File: config.mk
export PLATFORM = sky130hd
export DESIGN_NAME = sequence_gap_loss_ratio
export DESIGN_NICKNAME = d
export VERILOG_FILES = /design/src/hdl/sglr_pkg.sv /design/src/hdl/sequence_gap_loss_ratio.sv
export SDC_FILE = /design/constraint.sdc
export NUM_CORES = 1
export LEC_CHECK = 0
export BUFFER_PORTS_ARGS = -buffer_cell sky130_fd_sc_hd__buf_2
export CAP_MARGIN = 40
export CORE_MARGIN = 2
export CORE_UTILIZATION = 25
export CTS_CLUSTER_DIAMETER = 200
export DETAILED_ROUTE_END_ITERATION = 6
export PLACE_DENSITY_LB_ADDON = 0.12
export SETUP_SLACK_MARGIN = 0.4
export SLEW_MARGIN = 20
export SYNTH_ARGS = -nofsm -noshare
export SYNTH_HDL_FRONTEND = slang
export SYNTH_SLANG_ARGS = --single-unit
File: constraint.sdc
create_clock -name clk -period 5.4 [get_ports clk]
set_input_delay 0.54 -clock clk [delete_from_list [all_inputs] [get_ports clk]]
set_output_delay 0.54 -clock clk [all_outputs]
set_load 0.05 [all_outputs]
File: src/hdl/sglr_pkg.sv
`timescale 1ns / 1ps

package sglr_pkg;

  // Default width of a sequence number.
  localparam int SEQ_WIDTH_DEFAULT = 16;

  // Receipt and miss counters saturate at the top of their range.
  localparam int COUNT_W = 16;
  localparam logic [COUNT_W-1:0] COUNT_MAX = {COUNT_W{1'b1}};

  // The ratio is given in hundredths of a percent.
  localparam int RATIO_W = 14;
  localparam logic [RATIO_W-1:0] RATIO_SCALE = RATIO_W'(10000);

  // Widths of the divider operands. The divisor is the sum of both counters.
  // The numerator is the miss count times the scale.
  localparam int DEN_W  = COUNT_W + 1;
  localparam int PROD_W = COUNT_W + RATIO_W;

  // The quotient never exceeds the scale, so it has RATIO_W bits and needs
  // one restoring step for each of them.
  localparam int DIV_STEPS = RATIO_W;
  localparam int STEP_W    = $clog2(DIV_STEPS);

  // How one sequence number was classified.
  typedef enum logic [1:0] {
    OUT_FIRST     = 2'd0,
    OUT_NEWER     = 2'd1,
    OUT_DUPLICATE = 2'd2,
    OUT_ORDER     = 2'd3
  } outcome_t;

endpackage

File: src/hdl/sequence_gap_loss_ratio.sv
`timescale 1ns / 1ps

// Channel   Direction  Handshake            Payload
// in        to block   in_valid, in_stall   seq_number
// out       from block out_valid, out_stall loss_ratio, missed_count, received_count,
//                                           first_seq, outcome
//
// Each item passes through the sequencer states in order: idle takes it, update
// classifies it and updates the counters, mul does the multiply by 10000, div runs
// 14 steps of the shared restoring subtract and compare unit, and finish loads
// the output register. A new item is taken only once the last has been loaded.
// Reset (rst, synchronous) forgets the first packet and clears both counters.
// A result waits in the output register while out_stall is high; the next item
// is still taken meanwhile and only its final load waits for the register.

module sequence_gap_loss_ratio #(
  parameter int SEQ_WIDTH = sglr_pkg::SEQ_WIDTH_DEFAULT
) (
  input  logic                         clk,
  input  logic                         rst,

  input  logic                         in_valid,
  output logic                         in_stall,
  input  logic [SEQ_WIDTH-1:0]         seq_number,

  output logic                         out_valid,
  input  logic                         out_stall,
  output logic [sglr_pkg::RATIO_W-1:0] loss_ratio,
  output logic [sglr_pkg::COUNT_W-1:0] missed_count,
  output logic [sglr_pkg::COUNT_W-1:0] received_count,
  output logic [SEQ_WIDTH-1:0]         first_seq,
  output sglr_pkg::outcome_t           outcome
);

  // The gap sum needs room for whichever is wider, the gap or the counter,
  // plus one carry bit so that saturation can be detected.
  localparam int SUM_W =
    ((SEQ_WIDTH > sglr_pkg::COUNT_W) ? SEQ_WIDTH : sglr_pkg::COUNT_W) + 1;

  // One-hot sequencer states.
  typedef enum logic [4:0] {
    ST_IDLE   = 5'b00001,
    ST_UPDATE = 5'b00010,
    ST_MUL    = 5'b00100,
    ST_DIV    = 5'b01000,
    ST_FINISH = 5'b10000
  } state_t;

  state_t state;

  // Tracking state kept across packets.
  logic                         seen_first;
  logic [SEQ_WIDTH-1:0]         last_seq;
  logic [SEQ_WIDTH-1:0]         first_seq_reg;
  logic [sglr_pkg::COUNT_W-1:0] missed_total;
  logic [sglr_pkg::COUNT_W-1:0] received_total;

  // Working registers for the item in flight.
  logic [SEQ_WIDTH-1:0]         seq_hold;
  sglr_pkg::outcome_t           outcome_hold;
  logic [sglr_pkg::PROD_W-1:0]  rem;
  logic [sglr_pkg::PROD_W-1:0]  dsh;
  logic [sglr_pkg::RATIO_W-1:0] quot;
  logic [sglr_pkg::STEP_W-1:0]  step_cnt;

  // Classification and counter updates, used in the update state.
  logic [SEQ_WIDTH-1:0]         gap;
  logic [SUM_W-1:0]             gap_sum;
  logic [sglr_pkg::COUNT_W-1:0] missed_next;
  logic [sglr_pkg::COUNT_W-1:0] received_next;

  // The shared divider step and the operands that the multiply state loads.
  logic [sglr_pkg::PROD_W:0]    diff;
  logic                         fits;
  logic [sglr_pkg::DEN_W-1:0]   den;
  logic                         load_out;

  // The block takes a new sequence number only when its sequencer is idle.
  assign in_stall = (state != ST_IDLE);

  // A newer packet adds the numbers skipped since the last one, saturating.
  always_comb begin
    gap     = seq_hold - last_seq - SEQ_WIDTH'(1);
    gap_sum = SUM_W'(missed_total) + SUM_W'(gap);
    if (gap_sum > SUM_W'(sglr_pkg::COUNT_MAX)) begin
      missed_next = sglr_pkg::COUNT_MAX;
    end else begin
      missed_next = gap_sum[sglr_pkg::COUNT_W-1:0];
    end
    if (received_total == sglr_pkg::COUNT_MAX) begin
      received_next = received_total;
    end else begin
      received_next = received_total + sglr_pkg::COUNT_W'(1);
    end
  end

  // One restoring step: subtract the shifted divisor if it fits.
  always_comb begin
    diff = {1'b0, rem} - {1'b0, dsh};
    fits = ~diff[sglr_pkg::PROD_W];
    den  = sglr_pkg::DEN_W'(received_total) + sglr_pkg::DEN_W'(missed_total);
  end

  // The finished result moves into the output register once it is free or
  // is being taken in this cycle.
  assign load_out = (state == ST_FINISH) && (!out_valid || !out_stall);

  always_ff @(posedge clk) begin
    if (rst) begin
      state          <= ST_IDLE;
      seen_first     <= 1'b0;
      last_seq       <= '0;
      first_seq_reg  <= '0;
      missed_total   <= '0;
      received_total <= '0;
      step_cnt       <= '0;
    end else begin
      case (state)
        ST_IDLE: begin
          if (in_valid) begin
            seq_hold <= seq_number;
            state    <= ST_UPDATE;
          end
        end
        ST_UPDATE: begin
          // Classify the packet against the last in-order number.
          if (!seen_first) begin
            seen_first     <= 1'b1;
            first_seq_reg  <= seq_hold;
            last_seq       <= seq_hold;
            received_total <= received_next;
            outcome_hold   <= sglr_pkg::OUT_FIRST;
          end else if (seq_hold > last_seq) begin
            missed_total   <= missed_next;
            last_seq       <= seq_hold;
            received_total <= received_next;
            outcome_hold   <= sglr_pkg::OUT_NEWER;
          end else if (seq_hold == last_seq) begin
            outcome_hold   <= sglr_pkg::OUT_DUPLICATE;
          end else begin
            outcome_hold   <= sglr_pkg::OUT_ORDER;
          end
          state <= ST_MUL;
        end
        ST_MUL: begin
          // The divisor starts aligned with the top quotient bit.
          rem      <= sglr_pkg::PROD_W'(missed_total) *
                      sglr_pkg::PROD_W'(sglr_pkg::RATIO_SCALE);
          dsh      <= sglr_pkg::PROD_W'(den) << (sglr_pkg::DIV_STEPS - 1);
          step_cnt <= '0;
          state    <= ST_DIV;
        end
        ST_DIV: begin
          if (fits) begin
            rem <= diff[sglr_pkg::PROD_W-1:0];
          end
          quot     <= {quot[sglr_pkg::RATIO_W-2:0], fits};
          dsh      <= dsh >> 1;
          step_cnt <= step_cnt + sglr_pkg::STEP_W'(1);
          if (step_cnt == sglr_pkg::STEP_W'(sglr_pkg::DIV_STEPS - 1)) begin
            state <= ST_FINISH;
          end
        end
        ST_FINISH: begin
          if (load_out) begin
            state <= ST_IDLE;
          end
        end
        default: begin
          state <= ST_IDLE;
        end
      endcase
    end
  end

  // Output register. It keeps its contents while the receiver stalls.
  always_ff @(posedge clk) begin
    if (rst) begin
      out_valid <= 1'b0;
    end else if (load_out) begin
      out_valid <= 1'b1;
    end else if (!out_stall) begin
      out_valid <= 1'b0;
    end
  end

  always_ff @(posedge clk) begin
    if (load_out) begin
      loss_ratio     <= quot;
      missed_count   <= missed_total;
      received_count <= received_total;
      first_seq      <= first_seq_reg;
      outcome        <= outcome_hold;
    end
  end

endmodule

---- Word-level counts from Yosys, hierarchy flattened ----
Index checks and enable logic that the tools add are counted.
cells by class
  $add $sub $neg .......................... 7
  multipliers ............................. 1
  $lt $le $gt $ge ......................... 2
  eq/ne operators ......................... 15
  muxes and demuxes ....................... 18
  bitwise operators ....................... 3
  reduce and logical (&&, ||, !) cells .... 15
operator list
  operator                                              count
  one-hot mux 30 bit (2 select lines)                   2
  2-to-1 mux 16 bit                                     6
  adder 16 x 16 -> 17 bit                               2
  subtractor 30 x 30 -> 31 bit                          1
  2-to-1 mux 30 bit                                     1
  multiplier 16 x 10 -> 26 bit, second input constant   1
  one-hot mux 5 bit (5 select lines)                    1
  > comparator 17 x 16 -> 1 bit, second input constant  1
  adder 16 x 1 -> 16 bit, second input constant         1
  == test 16 bit                                        1
  == test 16 bit, second input constant                 1
  > comparator 16 bit                                   1
  subtractor 16 x 1 -> 16 bit, second input constant    1
  subtractor 16 bit                                     1
  2-to-1 mux 5 bit                                      3
  AND reduction 3 bit                                   4
  AND reduction 2 bit                                   5
  inequality test 2 bit, second input constant          4
  one-hot mux 4 bit (2 select lines)                    1
  == test 5 x 1 -> 1 bit, second input constant         1
  == test 5 x 2 -> 1 bit, second input constant         1
  == test 5 x 3 -> 1 bit, second input constant         1
  == test 5 x 4 -> 1 bit, second input constant         1
  == test 5 bit, second input constant                  1
  other kinds (11)                                      18
word-level totals
  bits in registers ....................... 231
  bits of input ports ..................... 20
  output and inout port bits .............. 66
  logic and storage cells ................. 80

---- Logic depth before layout (Yosys ltp) ----
  word-level depth ........................ 5
  gate-level depth with buffers ........... 20
  mapped depth without buffers ............ 20

---- Worst setup path after synthesis ----
Ideal clock, no wire load.
  path type ............................... flip-flop to flip-flop
  start ................................... reg missed_total[9] (netlist bit)
  end ..................................... reg rem[29] (netlist bit), data pin
  library setup time ...................... 0.269 ns
  arrival ................................. 4.329 ns
  data required time ...................... 5.131 ns
  setup slack ............................. 0.802 ns
  cell stages (with the launch flop) ...... 20
  buffers on the path ..................... 0
  clock period less this slack ............ 4.598 ns
  path through ............................ dfxtp_1 -> fa_1 -> ha_1 -> inv_1 -> fa_1 -> inv_1 -> ha_1 -> inv_1 -> fa_1 -> inv_1 -> ha_1 -> o21ai_0 -> a21o_1 -> nand4b_1 -> a21oi_1 -> a21oi_1 -> a211oi_1 -> a21oi_1 -> xnor2_1 -> mux2i_1
on the way
  word-level cells in the longest chain between the ends .. 2
ends and longest elaborated chain
  element                              line                            source
  from (decl)                          sequence_gap_loss_ratio.sv:55   logic [sglr_pkg::COUNT_W-1:0] missed_total;
  from (signal assigned)               sequence_gap_loss_ratio.sv:134  missed_total <= missed_next;
  multiplier 16 x 10 -> 26 bit         sequence_gap_loss_ratio.sv:147  rem <= sglr_pkg::PROD_W'(missed_total) *
  one-hot mux 30 bit (2 select lines)  sequence_gap_loss_ratio.sv:118  case (state)
  to (signal assigned)                 sequence_gap_loss_ratio.sv:147
  to (signal assigned)                 sequence_gap_loss_ratio.sv:155  rem <= diff[sglr_pkg::PROD_W-1:0];
  to (decl)                            sequence_gap_loss_ratio.sv:61   logic [sglr_pkg::PROD_W-1:0] rem;
Every way passes these cells.
A chain may end at the register's enable or synchronous reset.

---- Worst setup path in the final report ----
  start ................................... reg missed_total[4] (netlist bit)
  end ..................................... reg rem[29] (netlist bit), data pin
Same word-level chain as after synthesis.

==> results.cfg <==
[status]
status = complete, no violations

[placement]
place_congestion = 0.7552
portBuffers = 85
post_dp_cell_area_sq_mm = 0.01594
dp_hpwl_um = 28000

[grt]
grt_pass1_vias = 10563
track_usage = 0.1267
antenna_found_initial = 0
grt_overflow = 0
grt_max_degree = 77
grt_pass1_wl_um = 59690

[clock_tree]
cts_root_buffer = clkbuf_16
h-tree-depth = 1
worstSkewPairLatency_ps = 570
clkSinkCount = 231
cts_setup_buffers = 0
numCtsBuffers = 29
clockBufferDepth = 3
cts_tree = done
path_clk_slew_ps = 60

[timing]
rsz0062_at_grt = yes
worst_pin_slew_ps = 746.5
relSlewSlack = 0.5024
finalMaxSlewViolations = 0
fin_crit_sh = 0.8661
setup_viol = 0
max_freq_ghz = 0.2138
fin_setup_tns_ps = 0
hold_viol = 0
clock_skew_ps = 15.70
min_period_ps = 4677

[finish]
n_fill_cell = 6047
finalNetCount = 1756
layout.cells.most_common_list = inv_1, edfxtp_1, ha_1
final_common_cell = inv_1
syn2layout_area_growth_pct = 17.58
finalInstanceArea_sq_mm = 0.01699
drive_gt1_frac = 0.1265
largest_reg_flops = 32
antennaDiodeCount = 0

[floorplan]
ios = 86
die-area_sq_mm = 0.05973
core_sq_mm = 0.05737
start_util = 0.2519
dieHeight_um = 244.4
die_x_um = 244.4
rows = 88

[worst_setup_path]
ff2ff_path_depth = 18
r2r-end = rem[29]$_DFFE_PP_
critPathLaunchType = register
arrival_ps = 4980
critical_path.max_fanout = 4
regToRegSetupSlack_ps = 720
end_kind = register
crit_type = reg -> reg
required_ps = 5710
rr_startpoint = missed_total[4]$_SDFFE_PP0P_

[run]
maxCapViolations = 0

[min_path]
min_to = seq_hold[14]$_DFFE_PP_
hp-start = seq_number[14]
holdPathStages = 1
hold_path_class = in -> reg

[pwr]
peakVddDrop_v = 0.0002199
power.leakage_nw = 7.355
power_density_mw_per_mm2 = 253.0

[routing]
drc = 0
finalWirelength_um = 37630
via_per_inst = 4.411
antenna_left = 0
wl_per_cell_um = 16.15
num_vias = 10277
drt_iter0_drc = 506
drt-pass1-iter-count = 6

[synthesis]
ys_async_sr_fraction = 0
synth_warnings = 0
syn_inst = 1434
avgSynthCellArea_sq_um = 10.08
syn_area_sq_mm = 0.01445
ys_ff_latch = 231
ys_types = 62
synth_ff_type = edfxtp_1
syn_nets = 1647
synth-edff-count = 156
ys_seq_area_frac = 0.4281
through the flow:
stage                     worst slack (ps)  utilization  std cells  hold slack [ps]  power (mW)
after floorplan                      802.4            -       1434            400.3       2.214
after global placement               512.1       0.2772       2274            400.6       2.301
after detailed placement             523.4       0.2778       2276            405.6       2.305
after CTS                            514.8       0.2953       2329            113.4       4.400
after global routing                 380.7       0.2962       2330            114.2       4.496
final                                723.2       0.2962       2330            153.8       4.299
per-layer routing:
| layer | track usage | share of wire | up-vias | routed length, um |
|---|---|---|---|---|
| li1 | - | - | 5224 | - |
| met1 | 0.1731 | 0.48 | 4897 | 18160 |
| met2 | 0.2117 | 0.47 | 114 | 17540 |
| met3 | 0.01932 | 0.031 | 42 | 1174 |
| met4 | 0.02582 | 0.020 | 0 | 758 |
| met5 | 0 | 0 | - | 0 |
where the power goes:
group | total, mW | internal [mW] | switching (mW) | leakage, nW
clock | 2.04 | 1.22 | 0.822 | 0.488
combinational | 0.333 | 0.115 | 0.218 | 4.81
sequential | 1.93 | 1.91 | 0.0196 | 2.06
cell usage after synthesis, types with 16 or more instances:
master      n  area share
inv_1     180       0.047
dfxtp_1    75        0.10
xor2_1     46       0.028
mux2i_1    18       0.012
fa_1       39       0.054
ha_1      154        0.13
clkbuf_1   27      0.0070
a21o_1     36       0.019
nor2_1    140       0.036
o21a_1     16      0.0083
o21ai_0    60       0.021
nand3_1    28      0.0097
xnor2_1    44       0.027
nand2_1    95       0.025
edfxtp_1  156        0.32
nand2b_1   20      0.0087
nor3_1     25      0.0087
a21oi_1   102       0.035
what timing repair did:
action,in CTS,in global routing
hold buffers,0,0
setup endpoints to repair,0,5
gates resized for setup,0,9
how the worst max path moves through the flow:
stage | from | endpoint | cells past startpoint
after floorplan | missed_total[9]$_SDFFE_PP0P_ | rem[29]$_DFFE_PP_ | 19
after global placement | missed_total[10]$_SDFFE_PP0P_ | rem[29]$_DFFE_PP_ | 19
after detailed placement | missed_total[6]$_SDFFE_PP0P_ | rem[29]$_DFFE_PP_ | 18
after CTS | missed_total[10]$_SDFFE_PP0P_ | rem[29]$_DFFE_PP_ | 19
after global routing | missed_total[9]$_SDFFE_PP0P_ | rem[29]$_DFFE_PP_ | 18
final | missed_total[4]$_SDFFE_PP0P_ | rem[29]$_DFFE_PP_ | 18
logic make-up after synthesis:
logic type                 count (synthesis)  share of synthesized area
and+or+nand+nor                          370                     0.1172
muxes                                     18                    0.01247
AOI/OAI and AO/OA                        315                     0.1423
DFF                                      231                     0.4281
adders and majority gates                193                     0.1874
buffers and inverters                    217                    0.05802
xor gates and xnor gates                  90                    0.05456
layout make-up:
| type | count | area [sq um] | share of cell area |
|---|---|---|---|
| Multi-Input combinational cell | 986 | 7471 | 0.4398 |
| Inverter | 180 | 675.6 | 0.03977 |
| Tap cell | 765 | 957.2 | 0.05634 |
| Sequential cell | 231 | 6192 | 0.3645 |
| Clock inverter | 16 | 186.4 | 0.01097 |
| Timing Repair Buffer | 115 | 690.7 | 0.04065 |
| Clock buffer | 37 | 815.8 | 0.04802 |
worst max-delay path: stages (launching register included):
cell	delay, ps
dfxtp_1	460
fa_1	440
ha_1	280
inv_1	50
fa_1	530
inv_1	40
ha_1	260
inv_1	50
fa_1	490
inv_1	40
ha_1	340
a41oi_1	310
nand4b_1	190
a21oi_2	180
a21oi_1	130
a211oi_2	300
a21oi_1	120
xnor2_1	140
mux2i_1	80
(Power assumes the default switching activity.)
